**config.mk**
```make
export PLATFORM = sky130hd
export DESIGN_NAME = buzzer_note_sequencer_flat
export DESIGN_NICKNAME = d
export VERILOG_FILES = /design/src/sv/bns_pkg.sv /design/src/sv/bns_in_if.sv /design/src/sv/bns_out_if.sv /design/src/sv/bns_cfg_if.sv /design/src/sv/bns_note_store.sv /design/src/sv/bns_core.sv /design/src/sv/buzzer_note_sequencer.sv /design/src/flat_wrapper.sv
export SDC_FILE = /design/constraint.sdc
export NUM_CORES = 2
export LEC_CHECK = 0
export BUFFER_PORTS_ARGS = -buffer_cell sky130_fd_sc_hd__buf_2
export CAP_MARGIN = 15
export CORE_UTILIZATION = 60
export CTS_BUF_LIST = sky130_fd_sc_hd__clkbuf_16
export DETAILED_ROUTE_END_ITERATION = 10
export GPL_TIMING_DRIVEN = 0
export MAX_ROUTING_LAYER = met4
export PLACE_DENSITY = 0.79
export SLEW_MARGIN = 20
export SYNTH_ARGS = -nofsm -noshare
export SYNTH_HDL_FRONTEND = slang
export SYNTH_SLANG_ARGS = --single-unit
```
**constraint.sdc**
```tcl
create_clock -name clk -period 7.45 [get_ports clk]
set_input_delay 1.49 -clock clk [delete_from_list [all_inputs] [get_ports clk]]
set_output_delay 1.49 -clock clk [all_outputs]
set_load 0.02 [all_outputs]
```
**src/sv/bns_pkg.sv**
```systemverilog
// shared types and constants for the buzzer note sequencer
package bns_pkg;

    localparam int BNS_QUEUE_DEPTH = 64;

    localparam int FREQ_W = 16;
    localparam int MS_W   = 16;
    localparam int DUTY_W = 8;
    localparam int VOL_W  = 2;
    localparam int OP_W   = 2;

    localparam logic [DUTY_W-1:0] DUTY_OFF   = 8'd0;
    localparam logic [DUTY_W-1:0] DUTY_QUIET = 8'd40;
    localparam logic [DUTY_W-1:0] DUTY_LOUD  = 8'd128;
    localparam logic [MS_W-1:0]   ELAPSED_MAX = 16'hFFFF;

    localparam logic [VOL_W-1:0] VOL_QUIET = 2'd1;
    localparam logic [VOL_W-1:0] VOL_RESET = 2'd2;

    typedef enum logic [OP_W-1:0] {
        OP_TICK  = 2'd0,
        OP_ADD   = 2'd1,
        OP_CLEAR = 2'd2
    } op_t;

    typedef struct packed {
        logic [FREQ_W-1:0] tone_freq;
        logic [DUTY_W-1:0] duty;
        logic              busy_res;
        logic              sounding;
    } res_t;

endpackage

```
**src/sv/bns_in_if.sv**
```systemverilog
// input channel: one operation with its note fields
interface bns_in_if;
    import bns_pkg::*;

    logic              valid;
    logic              ready;
    logic [OP_W-1:0]   operation;
    logic [FREQ_W-1:0] note_freq;
    logic [MS_W-1:0]   note_ms;

    modport source (output valid, output operation, output note_freq, output note_ms,
                    input ready);
    modport sink   (input valid, input operation, input note_freq, input note_ms,
                    output ready);
endinterface

```
**src/sv/bns_out_if.sv**
```systemverilog
// result channel: buzzer state after each operation
interface bns_out_if;
    import bns_pkg::*;

    logic              valid;
    logic              ready;
    logic [FREQ_W-1:0] tone_freq;
    logic [DUTY_W-1:0] duty;
    logic              busy_res;
    logic              sounding;

    modport source (output valid, output tone_freq, output duty, output busy_res,
                    output sounding, input ready);
    modport sink   (input valid, input tone_freq, input duty, input busy_res,
                    input sounding, output ready);
endinterface

```
**src/sv/bns_cfg_if.sv**
```systemverilog
// configuration write channel for the volume level register
interface bns_cfg_if;
    import bns_pkg::*;

    logic             valid;
    logic             ready;
    logic [VOL_W-1:0] data;

    modport source (output valid, output data, input ready);
    modport sink   (input valid, input data, output ready);
endinterface

```
**src/sv/bns_note_store.sv**
```systemverilog
// note memory with one write port and one registered read port
module bns_note_store
    import bns_pkg::*;
#(
    parameter int QUEUE_DEPTH = BNS_QUEUE_DEPTH,
    localparam int IDX_W = (QUEUE_DEPTH > 1) ? $clog2(QUEUE_DEPTH) : 1
)
(
    input  logic                     clk,
    input  logic                     wr_en,
    input  logic [IDX_W-1:0]         wr_addr,
    input  logic [FREQ_W+MS_W-1:0]   wr_data,
    input  logic [IDX_W-1:0]         rd_addr,
    output logic [FREQ_W+MS_W-1:0]   rd_data
);

    logic [FREQ_W+MS_W-1:0] mem [QUEUE_DEPTH];
    logic [FREQ_W+MS_W-1:0] rd_data_reg;

    always_ff @(posedge clk)
    begin
        if (wr_en)
        begin
            mem[wr_addr] <= wr_data;
        end
        // forward a same-cycle write so the read word is never stale
        if (wr_en && (wr_addr == rd_addr))
        begin
            rd_data_reg <= wr_data;
        end
        else
        begin
            rd_data_reg <= mem[rd_addr];
        end
    end

    assign rd_data = rd_data_reg;

endmodule

```
**src/sv/bns_core.sv**
```systemverilog
// sequencer state and per-operation update logic
module bns_core
    import bns_pkg::*;
#(
    parameter int QUEUE_DEPTH = BNS_QUEUE_DEPTH,
    localparam int POS_W = $clog2(QUEUE_DEPTH + 1),
    localparam int IDX_W = (QUEUE_DEPTH > 1) ? $clog2(QUEUE_DEPTH) : 1
)
(
    input  logic                   clk,
    input  logic                   rst_n,
    input  logic                   item_acc,
    input  logic [OP_W-1:0]        operation,
    input  logic [FREQ_W-1:0]      note_freq,
    input  logic [MS_W-1:0]        note_ms,
    input  logic                   vol_we,
    input  logic [VOL_W-1:0]       vol_data,
    output logic                   wr_en,
    output logic [IDX_W-1:0]       wr_addr,
    output logic [FREQ_W+MS_W-1:0] wr_data,
    output logic [IDX_W-1:0]       rd_addr,
    input  logic [FREQ_W+MS_W-1:0] rd_data,
    output res_t                   result
);

    logic [POS_W-1:0]  len_reg, len_next;
    logic [POS_W-1:0]  pos_reg, pos_next;
    logic              active_reg, active_next;
    logic [MS_W-1:0]   elapsed_reg, elapsed_next;
    logic [FREQ_W-1:0] freq_reg, freq_next;
    logic [DUTY_W-1:0] duty_reg, duty_next;
    logic [VOL_W-1:0]  vol_reg;

    logic [MS_W-1:0]   elapsed_inc;
    logic [MS_W-1:0]   entry_ms;
    logic [FREQ_W-1:0] entry_freq;
    logic [DUTY_W-1:0] level_duty;
    logic              full;
    logic [POS_W-1:0]  pos_adv;

    assign entry_freq  = rd_data[FREQ_W-1:0];
    assign entry_ms    = rd_data[FREQ_W+MS_W-1:FREQ_W];
    assign elapsed_inc = (elapsed_reg == ELAPSED_MAX) ? elapsed_reg : elapsed_reg + 16'd1;
    assign level_duty  = (vol_reg == VOL_QUIET) ? DUTY_QUIET : DUTY_LOUD;
    assign full        = (len_reg == POS_W'(QUEUE_DEPTH));
    assign pos_adv     = pos_reg + POS_W'(1);

    always_comb
    begin
        len_next     = len_reg;
        pos_next     = pos_reg;
        active_next  = active_reg;
        elapsed_next = elapsed_reg;
        freq_next    = freq_reg;
        duty_next    = duty_reg;
        wr_en        = 1'b0;
        if (item_acc)
        begin
            unique case (operation)
                OP_TICK:
                begin
                    elapsed_next = elapsed_inc;
                    if (pos_reg >= len_reg)
                    begin
                        // drained: close any slot still open
                        if (active_reg)
                        begin
                            duty_next   = DUTY_OFF;
                            active_next = 1'b0;
                        end
                    end
                    else if (!active_reg)
                    begin
                        // start the note at the play position, a rest keeps the tone
                        if (entry_freq != '0)
                        begin
                            freq_next = entry_freq;
                            duty_next = level_duty;
                        end
                        elapsed_next = '0;
                        active_next  = 1'b1;
                    end
                    else if (elapsed_inc >= entry_ms)
                    begin
                        pos_next  = pos_adv;
                        duty_next = DUTY_OFF;
                        // one-tick gap if notes remain, else stay open until next tick
                        if (pos_adv < len_reg)
                        begin
                            elapsed_next = '0;
                            active_next  = 1'b0;
                        end
                    end
                end
                OP_ADD:
                begin
                    if (!full)
                    begin
                        wr_en    = 1'b1;
                        len_next = len_reg + POS_W'(1);
                    end
                end
                OP_CLEAR:
                begin
                    len_next    = '0;
                    pos_next    = '0;
                    active_next = 1'b0;
                    duty_next   = DUTY_OFF;
                end
                default:
                begin
                end
            endcase
        end
    end

    assign wr_addr = len_reg[IDX_W-1:0];
    assign wr_data = {note_ms, note_freq};
    assign rd_addr = pos_next[IDX_W-1:0];

    assign result.tone_freq = freq_next;
    assign result.duty      = duty_next;
    assign result.busy_res  = (pos_next < len_next);
    assign result.sounding  = active_next;

    always_ff @(posedge clk or negedge rst_n)
    begin
        if (!rst_n)
        begin
            len_reg     <= '0;
            pos_reg     <= '0;
            active_reg  <= 1'b0;
            elapsed_reg <= '0;
            freq_reg    <= '0;
            duty_reg    <= DUTY_OFF;
            vol_reg     <= VOL_RESET;
        end
        else
        begin
            len_reg     <= len_next;
            pos_reg     <= pos_next;
            active_reg  <= active_next;
            elapsed_reg <= elapsed_next;
            freq_reg    <= freq_next;
            duty_reg    <= duty_next;
            if (vol_we)
            begin
                vol_reg <= vol_data;
            end
        end
    end

    a_pos_in_range: assert property (@(posedge clk) disable iff (!rst_n)
        pos_reg <= len_reg)
        else $error("play position beyond queue length");

    a_len_in_range: assert property (@(posedge clk) disable iff (!rst_n)
        len_reg <= POS_W'(QUEUE_DEPTH))
        else $error("queue length beyond depth");

    a_duty_needs_slot: assert property (@(posedge clk) disable iff (!rst_n)
        (duty_reg != DUTY_OFF) |-> active_reg)
        else $error("buzzer driven with no active slot");

    a_clear_empties: assert property (@(posedge clk) disable iff (!rst_n)
        (item_acc && operation == OP_CLEAR) |=> (len_reg == '0 && !active_reg))
        else $error("clear did not empty the queue");

    a_full_no_write: assert property (@(posedge clk) disable iff (!rst_n)
        full |-> !wr_en)
        else $error("write into a full queue");

endmodule

```
**src/sv/buzzer_note_sequencer.sv**
```systemverilog
// buzzer note sequencer: takes one operation per cycle unless a result waits unread
// latency: result valid on the cycle after the input transfer, held in an output register
// throughput: one operation per cycle; input stalls only while a result waits unread
// the note memory read port is registered and tracks the next play position
// reset clears queue length, play position, slot, counters and duty; volume resets to loud
// note memory contents stay undefined after reset and are only read once written
module buzzer_note_sequencer
    import bns_pkg::*;
#(
    parameter int QUEUE_DEPTH = BNS_QUEUE_DEPTH
)
(
    input logic       clk,
    input logic       rst_n,
    bns_in_if.sink    note_in,
    bns_out_if.source note_out,
    bns_cfg_if.sink   cfg
);

    localparam int IDX_W = (QUEUE_DEPTH > 1) ? $clog2(QUEUE_DEPTH) : 1;

    logic                   in_ready;
    logic                   item_acc;
    logic                   out_valid_reg;
    res_t                   res_reg;
    res_t                   res_post;
    logic                   wr_en;
    logic [IDX_W-1:0]       wr_addr;
    logic [FREQ_W+MS_W-1:0] wr_data;
    logic [IDX_W-1:0]       rd_addr;
    logic [FREQ_W+MS_W-1:0] rd_data;

    // output register frees up on the same cycle it is read
    assign in_ready      = !out_valid_reg || note_out.ready;
    assign item_acc      = note_in.valid && in_ready;
    assign note_in.ready = in_ready;
    assign cfg.ready     = 1'b1;

    bns_note_store #(.QUEUE_DEPTH(QUEUE_DEPTH)) u_store (
        .clk     (clk),
        .wr_en   (wr_en),
        .wr_addr (wr_addr),
        .wr_data (wr_data),
        .rd_addr (rd_addr),
        .rd_data (rd_data)
    );

    bns_core #(.QUEUE_DEPTH(QUEUE_DEPTH)) u_core (
        .clk       (clk),
        .rst_n     (rst_n),
        .item_acc  (item_acc),
        .operation (note_in.operation),
        .note_freq (note_in.note_freq),
        .note_ms   (note_in.note_ms),
        .vol_we    (cfg.valid),
        .vol_data  (cfg.data),
        .wr_en     (wr_en),
        .wr_addr   (wr_addr),
        .wr_data   (wr_data),
        .rd_addr   (rd_addr),
        .rd_data   (rd_data),
        .result    (res_post)
    );

    always_ff @(posedge clk or negedge rst_n)
    begin
        if (!rst_n)
        begin
            out_valid_reg <= 1'b0;
        end
        else if (in_ready)
        begin
            out_valid_reg <= note_in.valid;
        end
    end

    always_ff @(posedge clk)
    begin
        if (item_acc)
        begin
            res_reg <= res_post;
        end
    end

    assign note_out.valid     = out_valid_reg;
    assign note_out.tone_freq = res_reg.tone_freq;
    assign note_out.duty      = res_reg.duty;
    assign note_out.busy_res  = res_reg.busy_res;
    assign note_out.sounding  = res_reg.sounding;

    a_ready_when_empty: assert property (@(posedge clk) disable iff (!rst_n)
        !out_valid_reg |-> note_in.ready)
        else $error("input stalled with empty output register");

    a_transfer_gives_result: assert property (@(posedge clk) disable iff (!rst_n)
        item_acc |=> out_valid_reg)
        else $error("accepted operation produced no result");

    a_no_result_from_idle: assert property (@(posedge clk) disable iff (!rst_n)
        (!note_in.valid && (!out_valid_reg || note_out.ready)) |=> !out_valid_reg)
        else $error("result appeared with no input transfer");

endmodule

```
**src/flat_wrapper.sv**
```systemverilog
// flat-port wrapper written by rule: the top's interface ports become plain ports
module buzzer_note_sequencer_flat import bns_pkg::*;
#(
    parameter int QUEUE_DEPTH = BNS_QUEUE_DEPTH
)
  (clk, rst_n, note_in_valid, note_in_operation, note_in_note_freq, note_in_note_ms, note_in_ready, note_out_valid, note_out_tone_freq, note_out_duty, note_out_busy_res, note_out_sounding, note_out_ready, cfg_valid, cfg_data, cfg_ready);
  bns_in_if note_in_i ();
  bns_out_if note_out_i ();
  bns_cfg_if cfg_i ();
  input logic clk;
  input logic rst_n;
  input wire logic [$bits(note_in_i.valid)-1:0] note_in_valid;
  input wire logic [$bits(note_in_i.operation)-1:0] note_in_operation;
  input wire logic [$bits(note_in_i.note_freq)-1:0] note_in_note_freq;
  input wire logic [$bits(note_in_i.note_ms)-1:0] note_in_note_ms;
  output wire logic [$bits(note_in_i.ready)-1:0] note_in_ready;
  output wire logic [$bits(note_out_i.valid)-1:0] note_out_valid;
  output wire logic [$bits(note_out_i.tone_freq)-1:0] note_out_tone_freq;
  output wire logic [$bits(note_out_i.duty)-1:0] note_out_duty;
  output wire logic [$bits(note_out_i.busy_res)-1:0] note_out_busy_res;
  output wire logic [$bits(note_out_i.sounding)-1:0] note_out_sounding;
  input wire logic [$bits(note_out_i.ready)-1:0] note_out_ready;
  input wire logic [$bits(cfg_i.valid)-1:0] cfg_valid;
  input wire logic [$bits(cfg_i.data)-1:0] cfg_data;
  output wire logic [$bits(cfg_i.ready)-1:0] cfg_ready;
  assign note_in_i.valid = note_in_valid;
  assign note_in_i.operation = note_in_operation;
  assign note_in_i.note_freq = note_in_note_freq;
  assign note_in_i.note_ms = note_in_note_ms;
  assign note_in_ready = note_in_i.ready;
  assign note_out_valid = note_out_i.valid;
  assign note_out_tone_freq = note_out_i.tone_freq;
  assign note_out_duty = note_out_i.duty;
  assign note_out_busy_res = note_out_i.busy_res;
  assign note_out_sounding = note_out_i.sounding;
  assign note_out_i.ready = note_out_ready;
  assign cfg_i.valid = cfg_valid;
  assign cfg_i.data = cfg_data;
  assign cfg_ready = cfg_i.ready;
  buzzer_note_sequencer #(.QUEUE_DEPTH(QUEUE_DEPTH)) u_core (.clk(clk), .rst_n(rst_n), .note_in(note_in_i), .note_out(note_out_i), .cfg(cfg_i));
endmodule
```
==> reports/qor.yml <==
gp_congestion: 0.930
synth-seq-cells: 2138
irDropWorstVdd_mv: 0.279
outcome: "finished with violations"
cts.reportedPaths.clkPinSlew_ps: 60
synthAdderAreaFrac_pct: 0.649
seqCellArea_sq_um: 63900
via_count: 46300
clock_latency_ps: 890
avgRoutedWirePerCell_um: 44.2
fin_setup_tns_ps: -127
grt_pass1_vias: 45900
cts_hold_buf: 0
fin_ws_ps: -127
crit_type: "flop to flop"
die_w_um: 374
hold_path_class: "flop to flop"
antenna_found_initial: 14
track_usage_pct: 40.1
syn_inst: 3710
yosys-top-cells-count: "edfxtp_1 (2074), mux4_2 (564), nand2_1 (113)"
yosysSeqAreaShare_pct: 77.0
drt_iter0_markers: 9480
clock_path_buffers: 3
max_stage_delay_ps: 490
crit_slowest_cell: "mux4_2"
ys.flop_type: "edfxtp_1"
grt_pass1_wl_mm: 365
ant_nets: 0
synth_most_common_cell: "edfxtp_1"
worstPathMaxFanout: 10
dieArea_sq_um: 140000
fmax_mhz: 132
synth_compound_area_share_pct: 2.10
synth_top_family_by_area: "multiplexers"
io_pins: 70
violations: "negative setup slack"
min_period_ps: 7580
syn-cell-area_sq_um: 82900
multi_input_area_sq_um: 18600
synth_warnings: 0
yosysTopAreaCell: "edfxtp_1"
io_buffers: 68
finalCritPeriodShare_pct: 102
startpoint_type: "flop"
final_hold_viol_count: 0
vias_per_cell: 7.60
final_cells: 6101
finish.utilization_pct: 70.0
largest_register: "u_core.u_store.mem"
drc: 0
fin_worst_skew_ps: 43.5
setup_viol: 1
htreeDepth: 4
syn_nets: 3794
cts_buffers: 202
die_y_um: 374
tritoncts: "yes"
overflow: 0
powerDensity_nw_per_um2: 260
rows: 136
initial_core_util_pct: 60.4
arrival_ps: 8310
syn_area_per_cell_sq_um: 22.4
required_ps: 8180
cts_sinks: 2138
dp_hpwl_mm: 164
fillers: 7471
final_layout_size_suffix_gt1_share_pct: 30.3
muxShareOfSynthArea_pct: 16.8
synth_top_area_share_pct: 75.1
syn_to_final_growth_pct: 16.0
slew_viol_final: 0
nets: 4199
crit_path_end_kind: "flop"
synth_edf_count: 2074
drv_cap: 0
p_leak_nw: 30.2
dp.cells: 5703
yosys-top-cells-area: "edfxtp_1 (75%), mux4_2 (15%), dfrtp_1 (1.7%)"
coreArea_sq_um: 137000
worst_pin_slew_ps: 1410
synth_xor_area_share_pct: 0.180
grt_start_max_net_pins: 65
synth_simple_gate_area_share_pct: 1.95
slew_headroom_pct: 5.93
largest_register_ffs: 2048
ctsRootBufferMaster: "clkbuf_16"
ys_async_sr_fraction_pct: 2.71
ys_types: 67
wirelength_mm: 270
drtPass1Iterations: 10
[kinds of logic (layout without fill, tap and decap cells)]
logic type	after synthesis	count (layout)
AO/OA/AOI/OAI	253	253
XOR/XNOR	17	17
adder cells (fa/ha/maj)	43	43
buffers and inverters	219	797
flip-flops	2138	2138
multiplexers	686	686
other	1	20
AND/OR/NAND/NOR	353	353
[final timing paths]
| path | startpoint | end | slack (ps) | cells past startpoint |
|---|---|---|---|---|
| max | flop | u_core.note_out.busy_res | -130 | 28 |
| min reg2reg | u_core.u_core.duty_reg[1] | u_core.u_core.duty_reg[1] | 490 | 1 |
| max reg2reg | flop | u_core.note_out.busy_res | -130 | 28 |
| min | u_core.u_core.duty_reg[1] | u_core.u_core.duty_reg[1] | 490 | 1 |
| min in group asynchronous | rst_n | u_core.note_out.valid | 560 | 1 |
| max in group asynchronous | rst_n | u_core.u_core.freq_reg[13] | 6220 | 2 |
[repair_timing]
item	CTS	global route
endpoints found under the setup margin	48	1
resized for setup	127	16
pin swaps	0	2
gates cloned	0	1
buffers inserted	0	2
[cell usage in the layout (no fill, tap or decap), types with 57 or more instances in the layout]
master,count
buf_16,85
buf_2,102
clkbuf_16,204
dfrtp_1,57
edfxtp_1,2074
inv_1,86
mux2i_1,102
mux4_2,564
nand2_1,113
nor2_4,64
[layer usage]
| layer | part of all wire (%) | wire, um | GRT usage [%] |
|---|---|---|---|
| met1 | 30 | 81000 | 46.7 |
| met2 | 46 | 123000 | 59.0 |
| met3 | 16 | 42100 | 14.3 |
| met4 | 8.8 | 23800 | 26.8 |
| met5 | 0 | 0 | - |
[power by group]
group          internal (mW)  switching (mW)  leakage, nW  total, mW
clock                   5.45            4.73         3.33       10.2
combinational          0.401            1.03         7.44       1.43
sequential              13.3          0.0743         19.4       13.4
[worst max-delay path, delay by kind of cell (launching register included)]
kind	cells	cell delay, ps
fa+ha+maj	2	670
simple gates	5	580
compound gates	10	2440
buf+inv	8	2000
flops	1	440
mux	3	1230
[area by class of cell]
type                    count  area share [%]
diodes                     19          0.0494
clock buffers             203            5.28
flip-flops and latches   2138            66.4
inverters                  45           0.177
plain buffers             169            1.18
repair buffers            206            3.87
well taps                1794            2.33
multi-input cells        1353            19.3
clock inverters           174            1.39
[per-stage QoR]
step           instance area [sq um]  setup slack [ps]  hold WS (ps)  total power, mW
3_5_place_dp                   89300             -2740           468             14.9
6_report                       96200              -127           489             25.0
2_1_floorplan                  82900               965           445             14.3
3_3_place_gp                   85500             -2550           462             14.8
4_1_cts                        95900              2.90           495             24.8
5_1_grt                        96200             -12.6           509             25.4
No activity file was read; power rests on OpenSTA's default activity.
